<file path="src/hw/rtl/ssr_pkg.sv">
// ----------------------------------------------------------------------------
// ssr_pkg
// Types, constants and codes shared by the stereo sample playback resampler.
// ----------------------------------------------------------------------------
package ssr_pkg;

  localparam int SAMPLE_BITS     = 16;
  localparam int FRACTION_BITS   = 16;
  localparam int INDEX_BITS      = 12;
  localparam int POS_BITS        = INDEX_BITS + FRACTION_BITS;
  localparam int COUNT_BITS      = INDEX_BITS + 1;
  localparam int SPEED_BITS      = 24;
  localparam int CFG_DATA_BITS   = 24;
  localparam int CFG_INDEX_BITS  = 2;
  localparam int FRAME_DEPTH_DEF = 4096;

  localparam logic [SPEED_BITS-1:0] SPEED_RESET       = SPEED_BITS'(65536);
  localparam logic [COUNT_BITS-1:0] FRAME_COUNT_RESET = COUNT_BITS'(4096);

  localparam logic [CFG_INDEX_BITS-1:0] CFG_SPEED       = 2'd0;
  localparam logic [CFG_INDEX_BITS-1:0] CFG_LOOPING     = 2'd1;
  localparam logic [CFG_INDEX_BITS-1:0] CFG_ONE_SHOT    = 2'd2;
  localparam logic [CFG_INDEX_BITS-1:0] CFG_FRAME_COUNT = 2'd3;

  localparam logic [1:0] FUNC_LOAD = 2'd0;
  localparam logic [1:0] FUNC_SET  = 2'd1;
  localparam logic [1:0] FUNC_PLAY = 2'd2;

  typedef struct packed {
    logic [1:0]                    func;
    logic [INDEX_BITS-1:0]         frame_addr;
    logic signed [SAMPLE_BITS-1:0] left_in;
    logic signed [SAMPLE_BITS-1:0] right_in;
    logic [POS_BITS-1:0]           new_position;
  } in_word_t;

  typedef struct packed {
    logic signed [SAMPLE_BITS-1:0] left_out;
    logic signed [SAMPLE_BITS-1:0] right_out;
    logic                          ended;
    logic                          released;
  } out_word_t;

  typedef struct packed {
    logic accept;
    logic emit_imm;
    logic rd;
    logic sel_w;
    logic mod_start;
    logic mod_sel_adv;
    logic mod_pos_wr;
    logic mix;
    logic mod_adv_wr;
  } ctrl_cmd_t;

  typedef struct packed {
    logic out_free;
    logic play;
    logic ended;
    logic need_mod;
    logic adv_mod;
    logic mod_done;
  } ctrl_status_t;

endpackage

</file>
<file path="src/hw/rtl/ssr_ctrl.sv">
// ----------------------------------------------------------------------------
// ssr_ctrl
// Sequencer: decode for each word; wrap, read, mix and advance for play words.
// ----------------------------------------------------------------------------
module ssr_ctrl
  import ssr_pkg::*;
(
  input  logic         clk,
  input  logic         rst_n,
  input  logic         in_valid,
  output logic         in_ready,
  input  ctrl_status_t st,
  output ctrl_cmd_t    cmd
);

  typedef enum logic [4:0] {
    S_IDLE = 5'b00001,
    S_MODP = 5'b00010,
    S_RD   = 5'b00100,
    S_MIX  = 5'b01000,
    S_MODA = 5'b10000
  } state_t;

  state_t state_r, state_nxt;
  logic   accept;

  assign in_ready = (state_r == S_IDLE) && st.out_free;
  assign accept   = in_valid && in_ready;

  always_comb begin
    state_nxt = state_r;
    cmd       = '0;
    case (state_r)
      S_IDLE: begin
        if (accept) begin
          cmd.accept = 1'b1;
          if (!st.play || st.ended) begin
            cmd.emit_imm = 1'b1;
          end else if (st.need_mod) begin
            cmd.mod_start = 1'b1;
            state_nxt     = S_MODP;
          end else begin
            cmd.rd    = 1'b1;
            state_nxt = S_MIX;
          end
        end
      end
      S_MODP: begin
        if (st.mod_done) begin
          cmd.mod_pos_wr = 1'b1;
          state_nxt      = S_RD;
        end
      end
      S_RD: begin
        cmd.rd    = 1'b1;
        cmd.sel_w = 1'b1;
        state_nxt = S_MIX;
      end
      S_MIX: begin
        cmd.mix = 1'b1;
        if (st.adv_mod) begin
          cmd.mod_start   = 1'b1;
          cmd.mod_sel_adv = 1'b1;
          state_nxt       = S_MODA;
        end else begin
          state_nxt = S_IDLE;
        end
      end
      S_MODA: begin
        if (st.mod_done) begin
          cmd.mod_adv_wr = 1'b1;
          state_nxt      = S_IDLE;
        end
      end
      default: begin
        state_nxt = S_IDLE;
      end
    endcase
  end

  always_ff @(posedge clk) begin
    if (!rst_n) begin
      state_r <= S_IDLE;
    end else begin
      state_r <= state_nxt;
    end
  end

endmodule

</file>
<file path="config.mk">
export PLATFORM = sky130hd
export DESIGN_NAME = ssr_ctrl
export DESIGN_NICKNAME = d
export VERILOG_FILES = /design/src/hw/rtl/ssr_pkg.sv /design/src/hw/rtl/ssr_ctrl.sv
export SDC_FILE = /design/constraint.sdc
export NUM_CORES = 1
export LEC_CHECK = 0
export BUFFER_PORTS_ARGS = -buffer_cell sky130_fd_sc_hd__buf_2
export CORE_AREA = 2 2 39 41
export CTS_CLUSTER_DIAMETER = 120
export CTS_CLUSTER_SIZE = 25
export DETAILED_ROUTE_END_ITERATION = 10
export DIE_AREA = 0 0 41 43
export PLACE_DENSITY_LB_ADDON = 0.25
export SLEW_MARGIN = 25
export SYNTH_ARGS = -nofsm -noshare
export SYNTH_HDL_FRONTEND = slang
export SYNTH_SLANG_ARGS = --single-unit
export TNS_END_PERCENT = 10
</file>
<file path="constraint.sdc">
create_clock -name clk -period 1.7 [get_ports clk]
set_input_delay 0.085 -clock clk [delete_from_list [all_inputs] [get_ports clk]]
set_output_delay 0.085 -clock clk [all_outputs]
set_load 0.03 [all_outputs]
</file>
Word-level counts from Yosys, hierarchy flattened --
Index checks and enable logic that the tools add are counted.
Storage, ports and cells: bits in registers 5, bits in latches 0, memory bits (writable) 0, bits in read-only memories 0, input port bits 9, output and inout port bits 10, memories kept 0
Cells by class: add/sub/neg operators 0, multipliers 0, divide/modulo/power cells 0, order comparisons 0, equal/unequal tests 9, shift operators 0, muxes and demuxes 24, bitwise logic cells 0, reductions and logical operators 5
Operators with widths (number):
- 5-bit 2-to-1 mux | 5
- 5-bit case mux with 5 select lines | 1
- 1-bit 2-to-1 mux | 12
- 2-bit inequality test (second input constant) | 4
- 5-bit by 1-bit == test with 1-bit output (second input constant) | 1
- 5-bit by 2-bit == test with 1-bit output (second input constant) | 1
- 5-bit by 3-bit == test with 1-bit output (second input constant) | 1
- 5-bit by 4-bit == test with 1-bit output (second input constant) | 1
- 5-bit == test (second input constant) | 1
- 2-bit 2-to-1 mux | 2
- 4-bit 2-to-1 mux | 1
- 1-bit case mux with 2 select lines | 2
- 4-bit AND reduction | 1
- 3-bit 2-to-1 mux | 1
- 1-bit logical AND | 2
- 1-bit zero test | 1
- 1-bit logical OR | 1

Logic depth before layout (Yosys ltp) --
Gate-level depths: netlist of run 1.
depth after elaboration 5, depth in mapped cells 5, gate-level depth less buffers 3

Least setup slack after synthesis of run 1 --
No wires, ideal clock.
path type reg-to-output, start register state_r[1], end output cmd[4] (netlist bit), arrival 1761 ps, required time 1615 ps, path slack -146 ps, stages on the path, launching flop included 5, buffers on the path 1, cell sequence dfxtp_1 > buf_4 > nor4_2 > nand4_1 > o21ai_0
RTL lines:
- start: declaration | RTL line ssr_ctrl.sv:24 | state_t state_r, state_nxt;
- start signal: assignment | RTL line ssr_ctrl.sv:85 | state_r <= state_nxt;
- end: declaration | RTL line ssr_ctrl.sv:13 | output ctrl_cmd_t cmd

==> flow_summary.toml, run 1 <==
[synth]
yosys.area.top_type = "dfxtp_1"
synth_area_um2 = 404
synthDominantCellAreaShare = 0.248
synth_xor_area_frac = 0.0433
yosys_register_bits = 5
synth.avg_cell_area_um2 = 7.48
synth_top_family_by_area = "simple AND/OR/NAND/NOR gates"
synth_fa_ha_area_frac = 0
synthSimpleGateAreaFrac = 0.446
synth_compound_area_frac = 0.127
yosys_warnings = 0
yosys-top-cells-area = "dfxtp_1 (25%), nand4_1 (6.2%), nor2_1 (5.6%)"
synth_cells = 54
syn-num-nets = 63
ys_types = 29
synth-seq-area-share = 0.248
synthMuxAreaShare = 0

[sta]
hold_viol_final = 0
finalMaxSlewViolations = 0
fmax_mhz = 598
finalSetupTns_ps = 0
fin_crit_ps = 1670
relSlewSlack = 0.784
finalCritPeriodShare = 0.984
rsz0062_at_grt = "true"
worstMarginPinSlew_ps = 322
setup_viol = 0
fin_skew_ps = 5.56

[drt]
ant_nets = 0
first_iter_violations = 13
via_per_inst = 4.88
wl_per_cell_um = 12.1
via_count = 459
wirelength_mm = 1.13
first_pass_iters = 3
drc = 0

[min_path]
min_path_type = "in -> reg"

[outcome]
status = "completed"

[setup_path]
crit_required_ps = 1620
slowest_delay_ps = 420
startpoint_type = "flop"
rrSetupSlack_ps = 170
crit_type = "reg -> out"
critPathSlowestCell = "or3b_4"
arrival_ps = 1590
critPathCaptureType = "output pin"
timing.critical_path.fanout_max = 4
path_cells = "or3_4 -> or3b_4 -> o21ai_2 -> buf_6"

[grt]
grt_util_met1 = 0.170
met2_usage = 0.256
grt_max_degree = 10
grt_pass1_vias = 461
globalRouteMet3Util = 0.0524
grt_pass1_wl_mm = 1.87
grt_overflow_total = 0
grt_usage = 0.158
busiest_layer = "met2"
grt_antenna_before_repair = 0

[cts]
cts_hold_buf = 0
clock_latency_ps = 250
clkTransAtPathRegs_ps = 40
h-tree-depth = 1
cts_tree = "built"
clock-sinks = 5
cts_buffers = 3
clockBufferDepth = 2
cts-root-buf = "clkbuf_4"

[floorplan]
core_mm2 = 0.00138
initial_core_util = 0.292
die_x_um = 41
row_count = 14
die-area_mm2 = 0.00176
die_y_um = 43
io_pins = 19

[flow_run]
drv_cap = 0

[power]
leakagePower_nw = 0.306
worst_ir_drop_vdd_v = 0.000281
p_per_area_mw_per_mm2 = 601

[cells_and_area]
layout_commonest_cell = "buf_2"
drive_above_1_share = 0.500
largest_register = "state_r"
final_cell_mix = "buf_2 (14), buf_4 (9), nor2_1 (6)"
diodes = 0
nets = 88
reg_top3 = "state_r x5"
largest_reg_flops = 5
stdcell_count = 94
synthToLayoutAreaGrowth_pct = 47.1

[placement]
dp_hpwl_um = 830
gp_congestion = 0.808
port_buffers = 18
dp_cells = 87
[report_power, final]
group          internal (mW)  leakage, nW  switching (mW)
Sequential             0.120       0.0418         0.00324
Combinational         0.0378        0.249          0.0505
Clock                 0.0892       0.0150          0.0564
Total                  0.247        0.306           0.110
[metal layers]
metal,share of wire,wire length (um)
met4,0,0
met3,0.049,55
met2,0.51,580
met1,0.44,497
met5,0,0
[cell type report]
class | count | area [um^2]
Tap cell | 16 | 20.0
Fill cell | 143 | 790
Sequential cell | 5 | 108
Multi-Input combinational cell | 39 | 262
Inverter | 5 | 18.8
Timing Repair Buffer | 25 | 160
Clock buffer | 4 | 26.3
[synth_stat cells]
master    instances
a211oi_2          1
a21oi_1           1
a31o_2            1
a41o_1            1
and3_1            2
and3_2            1
buf_2             1
buf_4             2
buf_6             1
clkbuf_2          1
dfxtp_1           5
inv_1             5
nand2_1           4
nand2b_1          1
nand3_1           2
nand3b_1          1
nand4_1           4
nand4b_1          1
nor2_1            6
nor2b_1           1
nor3_1            2
nor4_1            1
nor4_2            1
o21ai_0           3
or3_4             1
or3b_4            1
or4_1             1
xnor2_1           1
xor2_1            1
[worst paths after layout]
check,start,to,cells after the start
setup / recovery,state_r[3],cmd[6],4
hold / removal,rst_n,state_r[4],3
setup reg to reg,state_r[3],state_r[3],4
hold reg to reg,state_r[3],state_r[2],3
[per-stage QoR]
step	area, um^2	hold WS [ps]	worst slack (ps)	util	power, mW
floorplan	404	217	-146	-	0.181
global placement	508	379	158	0.367	0.210
global route	594	127	-59.2	0.429	0.376
CTS	556	113	0.597	0.401	0.354
finish	594	122	27.0	0.429	0.357
detailed placement	508	374	147	0.367	0.209
[cell families after synthesis]
group           count (synthesis)
simple gates                   30
buf+inv                        10
compound gates                  7
flops                           5
xor+xnor                        2
[worst max-delay path, delay by kind of cell, from the launching register on]
family	cells	cell delay, ps
AND/OR/NAND/NOR	2	790
buffers and inverters	1	150
AO/OA/AOI/OAI	1	80
flip-flops	1	340
[timing repair]
item / CTS / global route
setup buffers: 2 / 1
setup endpoints to repair: 3 / 4
hold endpoints to repair: 0 / 0
gates cloned: 0 / 0
resized for setup: 4 / 14
pin swaps: 1 / 6
(Power assumes the default switching activity.)
==> run 2, diff against run 1 <==
--- a/config.mk
+++ b/config.mk
@@ -7,7 +7,6 @@
 export LEC_CHECK = 0
 export BUFFER_PORTS_ARGS = -buffer_cell sky130_fd_sc_hd__buf_2
 export CORE_AREA = 2 2 39 41
-export CTS_CLUSTER_DIAMETER = 120
 export CTS_CLUSTER_SIZE = 25
 export DETAILED_ROUTE_END_ITERATION = 10
 export DIE_AREA = 0 0 41 43
==> constraint.sdc (replaced) <==
create_clock -name clk -period 1.95 [get_ports clk]
set_input_delay 0.0975 -clock clk [delete_from_list [all_inputs] [get_ports clk]]
set_output_delay 0.0975 -clock clk [all_outputs]
set_load 0.03 [all_outputs]
==> run 2 against run 1 <==
  * First-iteration DRC count is 62% lower
  * Clock skew is 4.7 ps lower
  * Count of clock-buffer cells in the layout stayed put
  * Highest routed layer is now met4
  * Critical path type unchanged
  * Via count is 3.7% lower
  * Non-clock buffer count is 6 lower
  * Largest cell class unchanged
==> flow_summary.toml, run 2 (same netlist as run 1, synthesis figures left out) <==
[grt]
grt_usage = 0.155
grt_max_degree = 11
grt_pass1_wl_mm = 1.74
grt_overflow_total = 0
grt_pass1_vias = 394
grt_antenna_before_repair = 0

[min_path]
min_path_type = "in -> reg"
hold_path_depth = 3

[floorplan]
io_pins = 19
initial_core_util = 0.292
die_y_um = 43
die-area_mm2 = 0.00176
die_x_um = 41
row_count = 14
core_mm2 = 0.00138

[power]
p_per_area_mw_per_mm2 = 584
worst_ir_drop_vdd_v = 0.000220
leakagePower_nw = 0.265

[placement]
port_buffers = 18
pre_cts_ws_ps = 349
gp_congestion = 0.815
dpl_cell_area_um2 = 485
dp_hpwl_um = 807

[drt]
via_count = 442
first_pass_iters = 3
ant_nets = 0
first_iter_violations = 5
via_per_inst = 5.02
wirelength_mm = 1.02
wl_per_cell_um = 11.5
drc = 0

[cts]
clockBufferDepth = 2
clock-sinks = 5
cts-root-buf = "clkbuf_4"
post_cts_buffers = 0
cts_buffers = 3
cts_tree = "built"
h-tree-depth = 1
clock_latency_ps = 250
clkTransAtPathRegs_ps = 40

[setup_path]
timing.critical_path.fanout_max = 7
arrival_ps = 1740
crit_required_ps = 1850
critPathCaptureType = "output pin"
startpoint_type = "flop"
crit_type = "reg -> out"
ff2ff_path_depth = 3

[cells_and_area]
synthToLayoutAreaGrowth_pct = 27.6
largest_reg_flops = 5
fillerInstances = 147
layout_commonest_cell = "buf_2"
final_area_um2 = 515
final_cell_mix = "buf_2 (17), nor2_1 (6), inv_1 (5)"
diodes = 0
drive_above_1_share = 0.403
layout.area.seq_um2 = 101
post-route-util = 0.373
largest_register = "state_r"
multi_input_area_um2 = 249
reg_top3 = "state_r x5"
nets = 82

[sta]
fin_crit_ps = 1840
finalSetupTns_ps = 0
finalMaxSlewViolations = 0
fin_skew_ps = 0.899
setup_ws_ps = 113
worstMarginPinSlew_ps = 342
relSlewSlack = 0.770
finalCritPeriodShare = 0.942
hold_viol_final = 0
fmax_mhz = 544
rsz0062_at_grt = "false"
setup_viol = 0
hold_ws_ps = 123

[outcome]
status = "completed"

[flow_run]
drv_cap = 0
-- run 2: timing repair --
item	in CTS	in global routing
setup endpoints to repair	0	1
hold buffers	0	0
resized for setup	0	2
-- run 2: final timing paths --
kind | start | to | slack (ps)
worst max-delay path | state_r[1] | cmd[6] | 110
worst min-delay path | rst_n | state_r[4] | 120
worst min register to register | state_r[0] | state_r[3] | 600
worst max register to register | state_r[1] | state_r[3] | 460
-- run 2: per-layer routing --
metal / GRT usage / vias up / share of wire
met4: 0.120 / 0 / 0.040
met3: 0.0471 / 5 / 0.050
met2: 0.219 / 16 / 0.48
met1: 0.183 / 194 / 0.43
met5: 0 / - / 0
li1: - / 227 / -
-- run 2: through the flow --
stage | std cells | total power, mW
2_1_floorplan | 54 | 0.158
3_3_place_gp | 84 | 0.178
3_5_place_dp | 84 | 0.178
4_1_cts | 88 | 0.303
5_1_grt | 88 | 0.320
6_report | 88 | 0.301
-- run 2: power breakdown --
group	switching, mW	internal, mW	total (mW)
registers	0.00670	0.106	0.113
logic	0.0371	0.0270	0.0641
clock network	0.0464	0.0776	0.124
total	0.0902	0.211	0.301
-- run 2: layout make-up --
type                            instances  share of cell area
Inverter                                5              0.0364
Clock buffer                            4              0.0510
Sequential cell                         5               0.197
Timing Repair Buffer                   19               0.194
Tap cell                               16              0.0388
Multi-Input combinational cell         39               0.483
-- run 2: critical path: stages (launching register included) --
cell and delay [ps]:
dfxtp_1 390, or3_4 400, or3b_4 410, o21ai_0 100, buf_4 190
==> run 3, diff against run 2 <==
==> constraint.sdc (replaced) <==
create_clock -name clk -period 1.9 [get_ports clk]
set_input_delay 0.095 -clock clk [delete_from_list [all_inputs] [get_ports clk]]
set_output_delay 0.095 -clock clk [all_outputs]
set_load 0.03 [all_outputs]
==> run 3 against run 2 <==
  * Non-clock buffer count unchanged
  * Final cell count is the same
  * Cell area is 0.24% higher
  * Setup slack worse by 1.3 ps
  * Wire length fell by 0.69%
  * Critical path type unchanged
==> flow_summary.toml, run 3 (same netlist as run 1, synthesis figures left out) <==
[cells_and_area]
drive_above_1_share = 0.417
diodes = 0
stdcell_count = 88
nets = 82
final_cell_mix = "buf_2 (17), nor2_1 (6), inv_1 (5)"
largest_reg_flops = 5
fillerInstances = 147
reg_top3 = "state_r x5"
synthToLayoutAreaGrowth_pct = 27.9
largest_register = "state_r"
layout_commonest_cell = "buf_2"

[grt]
grt_pass1_wl_mm = 1.74
grt_antenna_before_repair = 0
grt_util_met1 = 0.183
busiest_layer = "met2"
globalRouteMet3Util = 0.0471
grt_overflow_total = 0
grt_usage = 0.155
grt_pass1_vias = 394
grt_max_degree = 11
met2_usage = 0.219

[setup_path]
startpoint_type = "flop"
arrival_ps = 1690
path_cells = "or3_4 -> or3b_4 -> o21ai_1 -> buf_4"
critPathSlowestCell = "or3b_4"
crit_required_ps = 1800
cp_top_family = "simple AND/OR/NAND/NOR gates"
path_buf_inv = 1
crit_type = "reg -> out"
critPathCaptureType = "output pin"
timing.critical_path.fanout_max = 10
slowest_delay_ps = 410

[floorplan]
die-area_mm2 = 0.00176
initial_core_util = 0.292
io_pins = 19
die_y_um = 43
die_x_um = 41
row_count = 14
core_mm2 = 0.00138

[cts]
cts_tree = "built"
cts-root-buf = "clkbuf_4"
clock_latency_ps = 250
cts_buffers = 3
post_cts_buffers = 0
h-tree-depth = 1
clock-sinks = 5
clkTransAtPathRegs_ps = 40
clockBufferDepth = 2

[placement]
gp_congestion = 0.815
port_buffers = 18
dp_hpwl_um = 807
pre_cts_ws_ps = 302
dp_cells = 84

[drt]
first_pass_iters = 3
wirelength_mm = 1.01
via_count = 442
wl_per_cell_um = 11.5
via_per_inst = 5.02
ant_nets = 0
drc = 0
first_iter_violations = 5

[sta]
fin_crit_ps = 1790
fin_skew_ps = 0.927
finalMaxSlewViolations = 0
hold_ws_ps = 121
fmax_mhz = 559
rsz0062_at_grt = "false"
relSlewSlack = 0.770
finalCritPeriodShare = 0.941
finalSetupTns_ps = 0
setup_ws_ps = 111
setup_viol = 0
hold_viol_final = 0
worstMarginPinSlew_ps = 342

[flow_run]
drv_cap = 0

[power]
leakagePower_nw = 0.265
p_per_area_mw_per_mm2 = 598
worst_ir_drop_vdd_v = 0.000226

[outcome]
status = "completed"

[min_path]
min_path_type = "in -> reg"
[run 3: cell counts in the layout (fill, tap and decap cells not counted)]
Identical to the previous run, type by type.
[run 3: worst paths after layout]
kind / startpoint / endpoint / slack, ps / cells past startpoint
setup / recovery: state_r[0] / cmd[6] / 110 / 4
hold / removal: rst_n / state_r[4] / 120 / 3
setup reg to reg: state_r[0] / state_r[3] / 450 / 3
hold reg to reg: state_r[1] / state_r[1] / 550 / 2
[run 3: power breakdown]
part	switching (mW)	internal, mW	leakage, nW	total [mW]
registers	0.00677	0.109	0.0406	0.116
logic	0.0382	0.0278	0.210	0.0660
clock network	0.0477	0.0797	0.0150	0.127
[run 3: final cells by class]
| class | instances | area (um^2) | area share |
|---|---|---|---|
| clock buffers | 4 | 26.3 | 0.0508 |
| inverters | 5 | 18.8 | 0.0363 |
| multi-input cells | 39 | 249 | 0.482 |
| flip-flops and latches | 5 | 103 | 0.199 |
| well taps | 16 | 20.0 | 0.0387 |
| repair buffers | 19 | 100 | 0.194 |
[run 3: repair_timing]
action / 4_1_cts / 5_1_grt
hold buffers: 0 / 0
endpoints found under the hold margin: 0 / 0
resized for setup: 0 / 4
setup endpoints to repair: 0 / 1
[run 3: metrics by stage]
stage	cell area (um^2)	util	power, mW
after floorplan	404	-	0.162
after global placement	485	0.351	0.183
after detailed placement	485	0.351	0.182
after CTS	512	0.370	0.311
after global routing	517	0.373	0.329
final	517	0.373	0.309
[run 3: tightest hold or removal path, cell delays in order]
cell and delay [ps]:
buf_2 110, inv_1 70, a21oi_1 40
[run 3: layer usage]
layer / vias to the layer above / part of all wire
met2: 16 / 0.48
li1: 227 / -
met4: 0 / 0.041
met5: - / 0
met1: 194 / 0.43
met3: 5 / 0.051
